==> config.mk <==
export PLATFORM = sky130hd
export DESIGN_NAME = record_cache_lru_directory
export DESIGN_NICKNAME = d
export VERILOG_FILES = /design/src/hdl/rcld_pkg.sv /design/src/hdl/rcld_ram.sv /design/src/hdl/record_cache_lru_directory.sv
export SDC_FILE = /design/constraint.sdc
export NUM_CORES = 2
export LEC_CHECK = 0
export BUFFER_PORTS_ARGS = -buffer_cell sky130_fd_sc_hd__buf_4
export CORE_MARGIN = 3
export CORE_UTILIZATION = 60
export CTS_BUF_LIST = sky130_fd_sc_hd__clkbuf_2
export DETAILED_ROUTE_END_ITERATION = 8
export GPL_ROUTABILITY_DRIVEN = 0
export PLACE_DENSITY_LB_ADDON = 0.3
export SKIP_CTS_REPAIR_TIMING = 1
export SLEW_MARGIN = 10
export SYNTH_ARGS = -nofsm -noshare
export SYNTH_HDL_FRONTEND = slang
export SYNTH_MEMORY_MAX_BITS = 65536
export SYNTH_SLANG_ARGS = --single-unit
==> constraint.sdc <==
create_clock -name clk -period 24.4 [get_ports clk]
set_input_delay 6.1 -clock clk [delete_from_list [all_inputs] [get_ports clk]]
set_output_delay 6.1 -clock clk [all_outputs]
set_load 0.02 [all_outputs]
==> src/hdl/rcld_pkg.sv <==
// Package with the shared types and constants of the record cache directory.
package rcld_pkg;

  localparam logic [1:0] ACT_GET     = 2'd0;
  localparam logic [1:0] ACT_FRESH   = 2'd1;
  localparam logic [1:0] ACT_RELEASE = 2'd2;

  localparam logic [5:0] CAPACITY_RESET = 6'd20;

  typedef enum logic [3:0] {
    S_IDLE,
    S_SEARCH,
    S_GRANT,
    S_POP,
    S_POP_CAP,
    S_EV_RD,
    S_SHIFT,
    S_APPEND,
    S_PUSH,
    S_DONE
  } state_t;

  typedef enum logic [1:0] {
    PH_LOOKUP,
    PH_KEEP,
    PH_RELEASE
  } phase_t;

endpackage

==> src/hdl/rcld_ram.sv <==
// Generic single-write, single-read RAM with a registered read port.
module rcld_ram #(
  parameter int WIDTH = 16,
  parameter int DEPTH = 32
) (
  input  logic                                  clk,
  input  logic                                  we,
  input  logic [((DEPTH > 1) ? $clog2(DEPTH) : 1)-1:0] waddr,
  input  logic [WIDTH-1:0]                      wdata,
  input  logic [((DEPTH > 1) ? $clog2(DEPTH) : 1)-1:0] raddr,
  output logic [WIDTH-1:0]                      rdata
);

  logic [WIDTH-1:0] mem [DEPTH];

  always_ff @(posedge clk) begin
    if (we) begin
      mem[waddr] <= wdata;
    end
    rdata <= mem[raddr];
  end

endmodule

==> src/hdl/record_cache_lru_directory.sv <==
// Top level of the record cache directory: LRU list, free stack and sequencer.
//
//  channel | handshake            | payload
//  --------+----------------------+-----------------------------------------------------------
//  request | start in, busy out   | action, record_number, keep_in_cache, record_on_disk
//  result  | done out (strobe)    | hit, granted_record, took_*_record, evict_*, free_overflow
//  config  | cfg_valid, cfg_ready | cfg_data, the cache capacity
//
// A request beat is taken when start is high and busy is low. The time a request keeps the
// block busy grows with the number of cached records, since a hit, and a kept miss that
// pops the free stack and evicts, both walk the list, and the one read port of the
// recency list RAM is scanned and compacted one entry per cycle. Synchronous reset clears
// the fill counts and the new-number counter and loads a capacity of 20. The result beat
// shows for one cycle with done high, cannot be stalled, and busy drops the cycle after.
module record_cache_lru_directory
  import rcld_pkg::*;
#(
  parameter int CACHE_DEPTH = 32,
  parameter int FREE_DEPTH  = 256,
  parameter int RECORD_BITS = 16
) (
  input  logic                   clk,
  input  logic                   rst,
  // Request channel.
  input  logic                   start,
  output logic                   busy,
  input  logic [1:0]             action,
  input  logic [RECORD_BITS-1:0] record_number,
  input  logic                   keep_in_cache,
  input  logic                   record_on_disk,
  // Result channel.
  output logic                   done,
  output logic                   hit,
  output logic [RECORD_BITS-1:0] granted_record,
  output logic                   took_free_record,
  output logic                   took_new_record,
  output logic                   evict_valid,
  output logic [RECORD_BITS-1:0] evict_record,
  output logic                   free_overflow,
  // Configuration channel.
  input  logic                   cfg_valid,
  output logic                   cfg_ready,
  input  logic [5:0]             cfg_data
);

  // Widths of list indexes and counts, and of free stack addresses and counts.
  localparam int LAW  = (CACHE_DEPTH > 1) ? $clog2(CACHE_DEPTH) : 1;
  localparam int CW   = $clog2(CACHE_DEPTH + 1);
  localparam int FAW  = (FREE_DEPTH > 1) ? $clog2(FREE_DEPTH) : 1;
  localparam int FCW  = $clog2(FREE_DEPTH + 1);
  localparam int CMPW = (CW > 6) ? CW : 6;

  state_t state, state_next;
  phase_t phase;

  // Capacity register and its clamped form.
  logic [5:0]      capacity;
  logic [CMPW-1:0] cap_ext;
  logic [CMPW-1:0] cap_eff;
  logic [CMPW-1:0] count_ext;
  logic            list_full;

  // Directory state.
  logic [CW-1:0]          count;
  logic [FCW-1:0]         free_count;
  logic [RECORD_BITS-1:0] next_new;

  // Latched request and working registers.
  logic [1:0]             act;
  logic                   keep;
  logic                   on_disk;
  logic [RECORD_BITS-1:0] target;
  logic [CW-1:0]          ptr;
  logic                   cmp_vld;
  logic                   pend;
  logic                   ev_cap;

  // RAM ports.
  logic                   list_we;
  logic [LAW-1:0]         list_waddr;
  logic [RECORD_BITS-1:0] list_wdata;
  logic [LAW-1:0]         list_raddr;
  logic [RECORD_BITS-1:0] list_rdata;
  logic                   free_we;
  logic [FAW-1:0]         free_waddr;
  logic [FAW-1:0]         free_raddr;
  logic [RECORD_BITS-1:0] free_rdata;

  logic match;
  logic scan_more;
  logic take_disk;

  assign cfg_ready = 1'b1;
  assign busy      = (state != S_IDLE);
  assign done      = (state == S_DONE);

  // A capacity of zero behaves as one, and anything above the list depth as the depth.
  assign cap_ext   = CMPW'(capacity);
  assign count_ext = CMPW'(count);
  always_comb begin
    if (cap_ext == '0) begin
      cap_eff = CMPW'(1);
    end else if (cap_ext > CMPW'(CACHE_DEPTH)) begin
      cap_eff = CMPW'(CACHE_DEPTH);
    end else begin
      cap_eff = cap_ext;
    end
  end
  assign list_full = (count_ext >= cap_eff);

  // The list RAM returns entry ptr-1 while cmp_vld is set during a search.
  assign match     = cmp_vld && (list_rdata == target);
  assign scan_more = (ptr < count);
  assign take_disk = (act == ACT_GET) && on_disk;

  always_ff @(posedge clk) begin
    if (rst) begin
      capacity <= CAPACITY_RESET;
    end else if (cfg_valid && cfg_ready) begin
      capacity <= cfg_data;
    end
  end

  always_ff @(posedge clk) begin
    if (rst) begin
      state <= S_IDLE;
    end else begin
      state <= state_next;
    end
  end

  // Next-state logic of the sequencer.
  always_comb begin
    state_next = state;
    case (state)
      S_IDLE: begin
        if (start) begin
          case (action)
            ACT_GET:     state_next = S_SEARCH;
            ACT_FRESH:   state_next = S_GRANT;
            ACT_RELEASE: state_next = S_SEARCH;
            default:     state_next = S_DONE;
          endcase
        end
      end
      S_SEARCH: begin
        if (match) begin
          state_next = S_SHIFT;
        end else if (!scan_more) begin
          case (phase)
            PH_LOOKUP:  state_next = S_GRANT;
            PH_KEEP:    state_next = list_full ? S_EV_RD : S_APPEND;
            PH_RELEASE: state_next = S_PUSH;
            default:    state_next = S_DONE;
          endcase
        end
      end
      S_GRANT: begin
        if (!take_disk && (free_count != '0)) begin
          state_next = S_POP;
        end else begin
          state_next = keep ? S_SEARCH : S_DONE;
        end
      end
      S_POP:     state_next = S_POP_CAP;
      S_POP_CAP: state_next = keep ? S_SEARCH : S_DONE;
      S_EV_RD:   state_next = S_SHIFT;
      S_SHIFT: begin
        if (!scan_more) begin
          state_next = (phase == PH_RELEASE) ? S_PUSH : S_APPEND;
        end
      end
      S_APPEND:  state_next = S_DONE;
      S_PUSH:    state_next = S_DONE;
      S_DONE:    state_next = S_IDLE;
      default:   state_next = S_IDLE;
    endcase
  end

  // RAM controls for each state.
  always_comb begin
    list_we    = 1'b0;
    list_waddr = LAW'(count);
    list_wdata = target;
    list_raddr = LAW'(ptr);
    free_we    = 1'b0;
    free_waddr = FAW'(free_count);
    free_raddr = FAW'(free_count - FCW'(1));
    case (state)
      S_EV_RD: begin
        list_raddr = '0;
      end
      S_SHIFT: begin
        // Entry ptr-1 arrives now and moves down one place.
        list_we    = pend;
        list_waddr = LAW'(ptr - CW'(2));
        list_wdata = list_rdata;
      end
      S_APPEND: begin
        list_we = (count != CW'(CACHE_DEPTH));
      end
      S_PUSH: begin
        free_we = (free_count != FCW'(FREE_DEPTH));
      end
      default: begin
        list_we = 1'b0;
      end
    endcase
  end

  // Datapath and result registers.
  always_ff @(posedge clk) begin
    if (rst) begin
      count      <= '0;
      free_count <= '0;
      next_new   <= '0;
    end else begin
      case (state)
        S_IDLE: begin
          if (start) begin
            act              <= action;
            keep             <= keep_in_cache;
            on_disk          <= record_on_disk;
            target           <= record_number;
            ptr              <= '0;
            cmp_vld          <= 1'b0;
            ev_cap           <= 1'b0;
            hit              <= 1'b0;
            granted_record   <= (action == ACT_RELEASE) ? record_number : '0;
            took_free_record <= 1'b0;
            took_new_record  <= 1'b0;
            evict_valid      <= 1'b0;
            evict_record     <= '0;
            free_overflow    <= 1'b0;
            phase            <= (action == ACT_RELEASE) ? PH_RELEASE : PH_LOOKUP;
          end
        end
        S_SEARCH: begin
          if (match) begin
            // The hit sits at ptr-1, so compaction starts reading at ptr.
            pend <= 1'b0;
            case (phase)
              PH_LOOKUP: begin
                hit            <= 1'b1;
                granted_record <= target;
              end
              PH_RELEASE: begin
                evict_valid  <= 1'b1;
                evict_record <= target;
              end
              default: begin
                hit <= 1'b0;
              end
            endcase
          end else if (scan_more) begin
            ptr     <= ptr + CW'(1);
            cmp_vld <= 1'b1;
          end
        end
        S_GRANT: begin
          if (take_disk) begin
            granted_record <= target;
          end else if (free_count != '0) begin
            free_count <= free_count;
          end else begin
            granted_record  <= next_new;
            target          <= next_new;
            took_new_record <= 1'b1;
            next_new        <= next_new + RECORD_BITS'(1);
          end
          phase   <= PH_KEEP;
          ptr     <= '0;
          cmp_vld <= 1'b0;
        end
        S_POP: begin
          free_count <= free_count - FCW'(1);
        end
        S_POP_CAP: begin
          granted_record   <= free_rdata;
          target           <= free_rdata;
          took_free_record <= 1'b1;
          ptr              <= '0;
          cmp_vld          <= 1'b0;
        end
        S_EV_RD: begin
          evict_valid <= 1'b1;
          ev_cap      <= 1'b1;
          ptr         <= CW'(1);
          pend        <= 1'b0;
        end
        S_SHIFT: begin
          if (ev_cap) begin
            evict_record <= list_rdata;
            ev_cap       <= 1'b0;
          end
          if (scan_more) begin
            ptr  <= ptr + CW'(1);
            pend <= 1'b1;
          end else begin
            pend  <= 1'b0;
            count <= count - CW'(1);
          end
        end
        S_APPEND: begin
          if (count != CW'(CACHE_DEPTH)) begin
            count <= count + CW'(1);
          end
        end
        S_PUSH: begin
          if (free_count != FCW'(FREE_DEPTH)) begin
            free_count <= free_count + FCW'(1);
          end else begin
            free_overflow <= 1'b1;
          end
        end
        default: begin
          ev_cap <= 1'b0;
        end
      endcase
    end
  end

  // In the disk-hit branch the target already holds the record; the grant state
  // loads the counter value into the target only when the counter is used.

  rcld_ram #(
    .WIDTH (RECORD_BITS),
    .DEPTH (CACHE_DEPTH)
  ) u_list_ram (
    .clk   (clk),
    .we    (list_we),
    .waddr (list_waddr),
    .wdata (list_wdata),
    .raddr (list_raddr),
    .rdata (list_rdata)
  );

  rcld_ram #(
    .WIDTH (RECORD_BITS),
    .DEPTH (FREE_DEPTH)
  ) u_free_ram (
    .clk   (clk),
    .we    (free_we),
    .waddr (free_waddr),
    .wdata (target),
    .raddr (free_raddr),
    .rdata (free_rdata)
  );

endmodule

==> metrics.md <==
| Metric | Value |
|---|---|
| Status | `complete, but fails checks` |
| Failing checks | `DRC` |
| Post-synth EDFFs | `4676` |
| Startpoint Class | `flip-flop` |
| Synth Warn # | `0` |
| Drt first pass iters | `9` |
| CTS root buffer | `clkbuf_2` |
| Worst Path Required | `18.30 ns` |
| Crit path launch | `state[3]` |
| Final Routed Wirelength | `466300 microns` |
| Setup CP Type | `reg -> out` |
| Area of the multi-input gates | `38690 sq um` |
| Final setup viols | `0` |
| Unique cell type count in the Yosys netlist | `78` |
| CTS max path bufs | `5` |
| Total GRT Usage | `30.23%` |
| Hold Path Class | `reg -> reg` |
| Net Count, Synth | `8883` |
| CTS tree | `built` |
| Std-Cell Rows | `202` |
| Sequential Area | `141900 sq um` |
| Worst-Margin Slew | `1.405 ns` |
| Pwr dens | `122.6 nW/um^2` |
| Placed Instance Area | `189500 sq um` |
| Clock latency at the later pin of the worst-skew pair | `2.21 ns` |
| Post-route setup slack | `14.73 ns` |
| Worst R2R Path Depth | `11` |
| Antenna-violating nets left | `0` |
| Post-route cell area | `199400 sq um` |
| Fmax | `103.4 MHz` |
| Final net count | `10000` |
| Register area share after synthesis | `77.50%` |
| CTS H-tree depth | `7` |
| Largest net degree at the start of global routing | `218` |
| Die Wd | `558.4 microns` |
| First-pass GRT wire length | `671600 microns` |
| Hpwl dp | `263600 microns` |
| Die Ht | `558.4 microns` |
| Slew Limit Fails | `0` |
| R2r setup slk | `17.48 ns` |
| Total grt overflow | `0` |
| DRC violations left | `6` |
| Netlist area before placement | `183100 sq um` |
| Via count | `99250` |
| Dominant synthesized flop cell | `edfxtp_1` |
| Min Tclk post-route | `9.671 ns` |
| Setup TNS | `0 ns` |
| Grt met1 use | `42.34%` |
| Met3 Resource Use GR | `8.490%` |
| Area delta synth->final | `8.921%` |
| Mapped Cells | `8828` |
| Layout cells sized above 1 | `31.72%` |
| Post-synthesis async set-or-reset flop share | `0%` |
| Io pins | `70` |
| Total CTS buffers | `1198` |
| Synth Register Bits | `4749` |
| Port Buffers | `68` |
| GRT met2 Usage | `45.18%` |
| GR peak layer | `met2` |
| Worst-path clk slew | `0.11 ns` |
| CP Max Fanout | `23` |
| Fillers | `19870` |
| Final Hold Vio Count | `0` |
| Final worst-path cycle share | `39.64%` |
| Reg-to-Reg End | `u_free_ram.rdata[14]` |
| Core area | `303300 sq um` |
| Iteration-0 DRC Markers | `15800` |
| Worst setup path endpoint | `busy` |
| Initial antenna violation count | `29` |
| Worst Path Arrival | `3.57 ns` |
| Worst slew margin | `5.142%` |
| FF-to-FF Start | `free_count[0]` |
| Vias in the first global route | `98740` |
| Leak Pwr | `63.09 nW` |
| Max cap viols | `0` |
| DR WL/cell | `31.77 microns` |
| Pre-CTS WS | `16.00 ns` |
| Max rail drop VDD | `220.7 uV` |
| Syn avg cell area | `20.74 sq um` |
| Initial Util | `60.36%` |
| Die ar. | `311800 sq um` |
| Setup Skew | `0.2980 ns` |
| Sink count of the clock tree | `4749` |
| RSZ-0062 raised after global routing | `false` |
| Via density | `6.762` |
| Setup crit end kind | `output pin` |
[cell usage after synthesis, types with 17 or more instances]
| cell type | count | area share (%) |
|---|---|---|
| a22o_1 | 114 | 0.55 |
| buf_6 | 27 | 0.17 |
| o311ai_0 | 39 | 0.19 |
| nor2_1 | 360 | 0.74 |
| a31oi_1 | 100 | 0.34 |
| buf_2 | 168 | 0.46 |
| ha_1 | 24 | 0.16 |
| edfxtp_1 | 4676 | 77 |
| o221ai_1 | 64 | 0.31 |
| a21oi_1 | 38 | 0.10 |
| a22oi_1 | 84 | 0.34 |
| inv_1 | 21 | 0.043 |
| nand4_1 | 107 | 0.37 |
| clkbuf_1 | 309 | 0.63 |
| o21ai_0 | 279 | 0.76 |
| a211oi_1 | 69 | 0.28 |
| and3_1 | 74 | 0.25 |
| nand2_1 | 469 | 0.96 |
| buf_1 | 17 | 0.035 |
| buf_4 | 51 | 0.21 |
| nand3b_1 | 65 | 0.27 |
| a222oi_1 | 145 | 0.79 |
| mux4_2 | 1056 | 13 |
| dfxtp_1 | 73 | 0.80 |
| xnor2_1 | 33 | 0.16 |
| nand3_1 | 152 | 0.42 |
[report_power, final]
group	switching, mW	total [mW]	internal (mW)
clock	3.01	4.98	1.97
sequential	0.149	9.88	9.73
combinational	6.52	9.59	3.07
[cells by family after synthesis]
group	Yosys count	synth area share [%]
compound gates	1011	4.042
simple gates	1317	3.355
buf+inv	597	1.554
fa+ha+maj	25	0.1750
mux	1080	13.13
xor+xnor	48	0.2338
other cells	1	0.002049
flops	4749	77.50
[cell type report]
| cell class | count | share of cell area, % |
|---|---|---|
| antenna | 19 | 0.02385 |
| sequential | 4749 | 71.16 |
| clock inverter | 279 | 0.7656 |
| timing repair buffer | 491 | 1.955 |
| inverter | 25 | 0.04706 |
| tap | 3978 | 2.496 |
| multi-input combinational | 3482 | 19.40 |
| clock buffer | 1654 | 4.152 |
[per-layer routing]
metal  wire [microns]  share of wire [%]  up-vias
met2           221700                 48     7337
met1           167300                 36    50960
met4            17340                3.7       10
met3            59830                 13      943
li1                 -                  -    40000
met5               75              0.016        -
[metrics by stage]
stage | std cells | power [mW] | utilization, % | hold WS [ns]
after global routing | 14670 | 25.32 | 65.74 | 0.5351
after detailed placement | 12730 | 19.49 | 62.49 | 0.5015
final | 14680 | 24.45 | 65.74 | 0.5305
after global placement | 12730 | 19.33 | 62.49 | 0.4890
after floorplan | 8828 | 15.79 | - | 0.4611
after CTS | 14660 | 24.41 | 65.72 | 0.5292
[worst max-delay path, cell delays in order, from the launching register on]
cell and delay (ns):
dfxtp_1 0.91, nor2_1 0.21, nand2_1 0.24, buf_4 0.19
[flip-flops by register name (all words and copies together) (netlist names), 2 cells and up]
| signal | count |
|---|---|
| granted_record | 16 |
| u_free_ram.mem | 4096 |
| ptr | 6 |
| target | 16 |
| cap_ext | 6 |
| next_new | 16 |
| state | 4 |
| phase | 2 |
| u_free_ram.rdata | 16 |
| u_list_ram.mem | 512 |
| free_count | 9 |
| act | 2 |
| u_list_ram.rdata | 16 |
| evict_record | 16 |
| count | 6 |
[layout by cell type, fill, tap and decap left out, types with 143 or more instances in the layout]
| master | synthesis | layout |
|---|---|---|
| buf_4 | 51 | 474 |
| a222oi_1 | 145 | 145 |
| mux4_2 | 1056 | 1056 |
| o21ai_0 | 279 | 279 |
| nand2_1 | 469 | 464 |
| edfxtp_1 | 4676 | 4676 |
| nor2_1 | 360 | 310 |
| clkbuf_2 | 0 | 1654 |
| nand3_1 | 152 | 143 |
| clkinv_1 | 1 | 212 |
[worst min-delay path by stage]
stage | start | to | slack [ns] | depth (start not counted)
CTS | cap_ext[2] | cap_ext[2] | 0.53 | 2
global placement | cap_ext[0] | cap_ext[0] | 0.49 | 2
global route | u_list_ram.rdata[15] | evict_record[15] | 0.54 | 2
floorplan | cap_ext[0] | cap_ext[0] | 0.46 | 2
detailed placement | cap_ext[2] | cap_ext[2] | 0.50 | 2
finish | cap_ext[2] | cap_ext[2] | 0.53 | 2
Note: power is estimated with default switching activity, not from simulation.
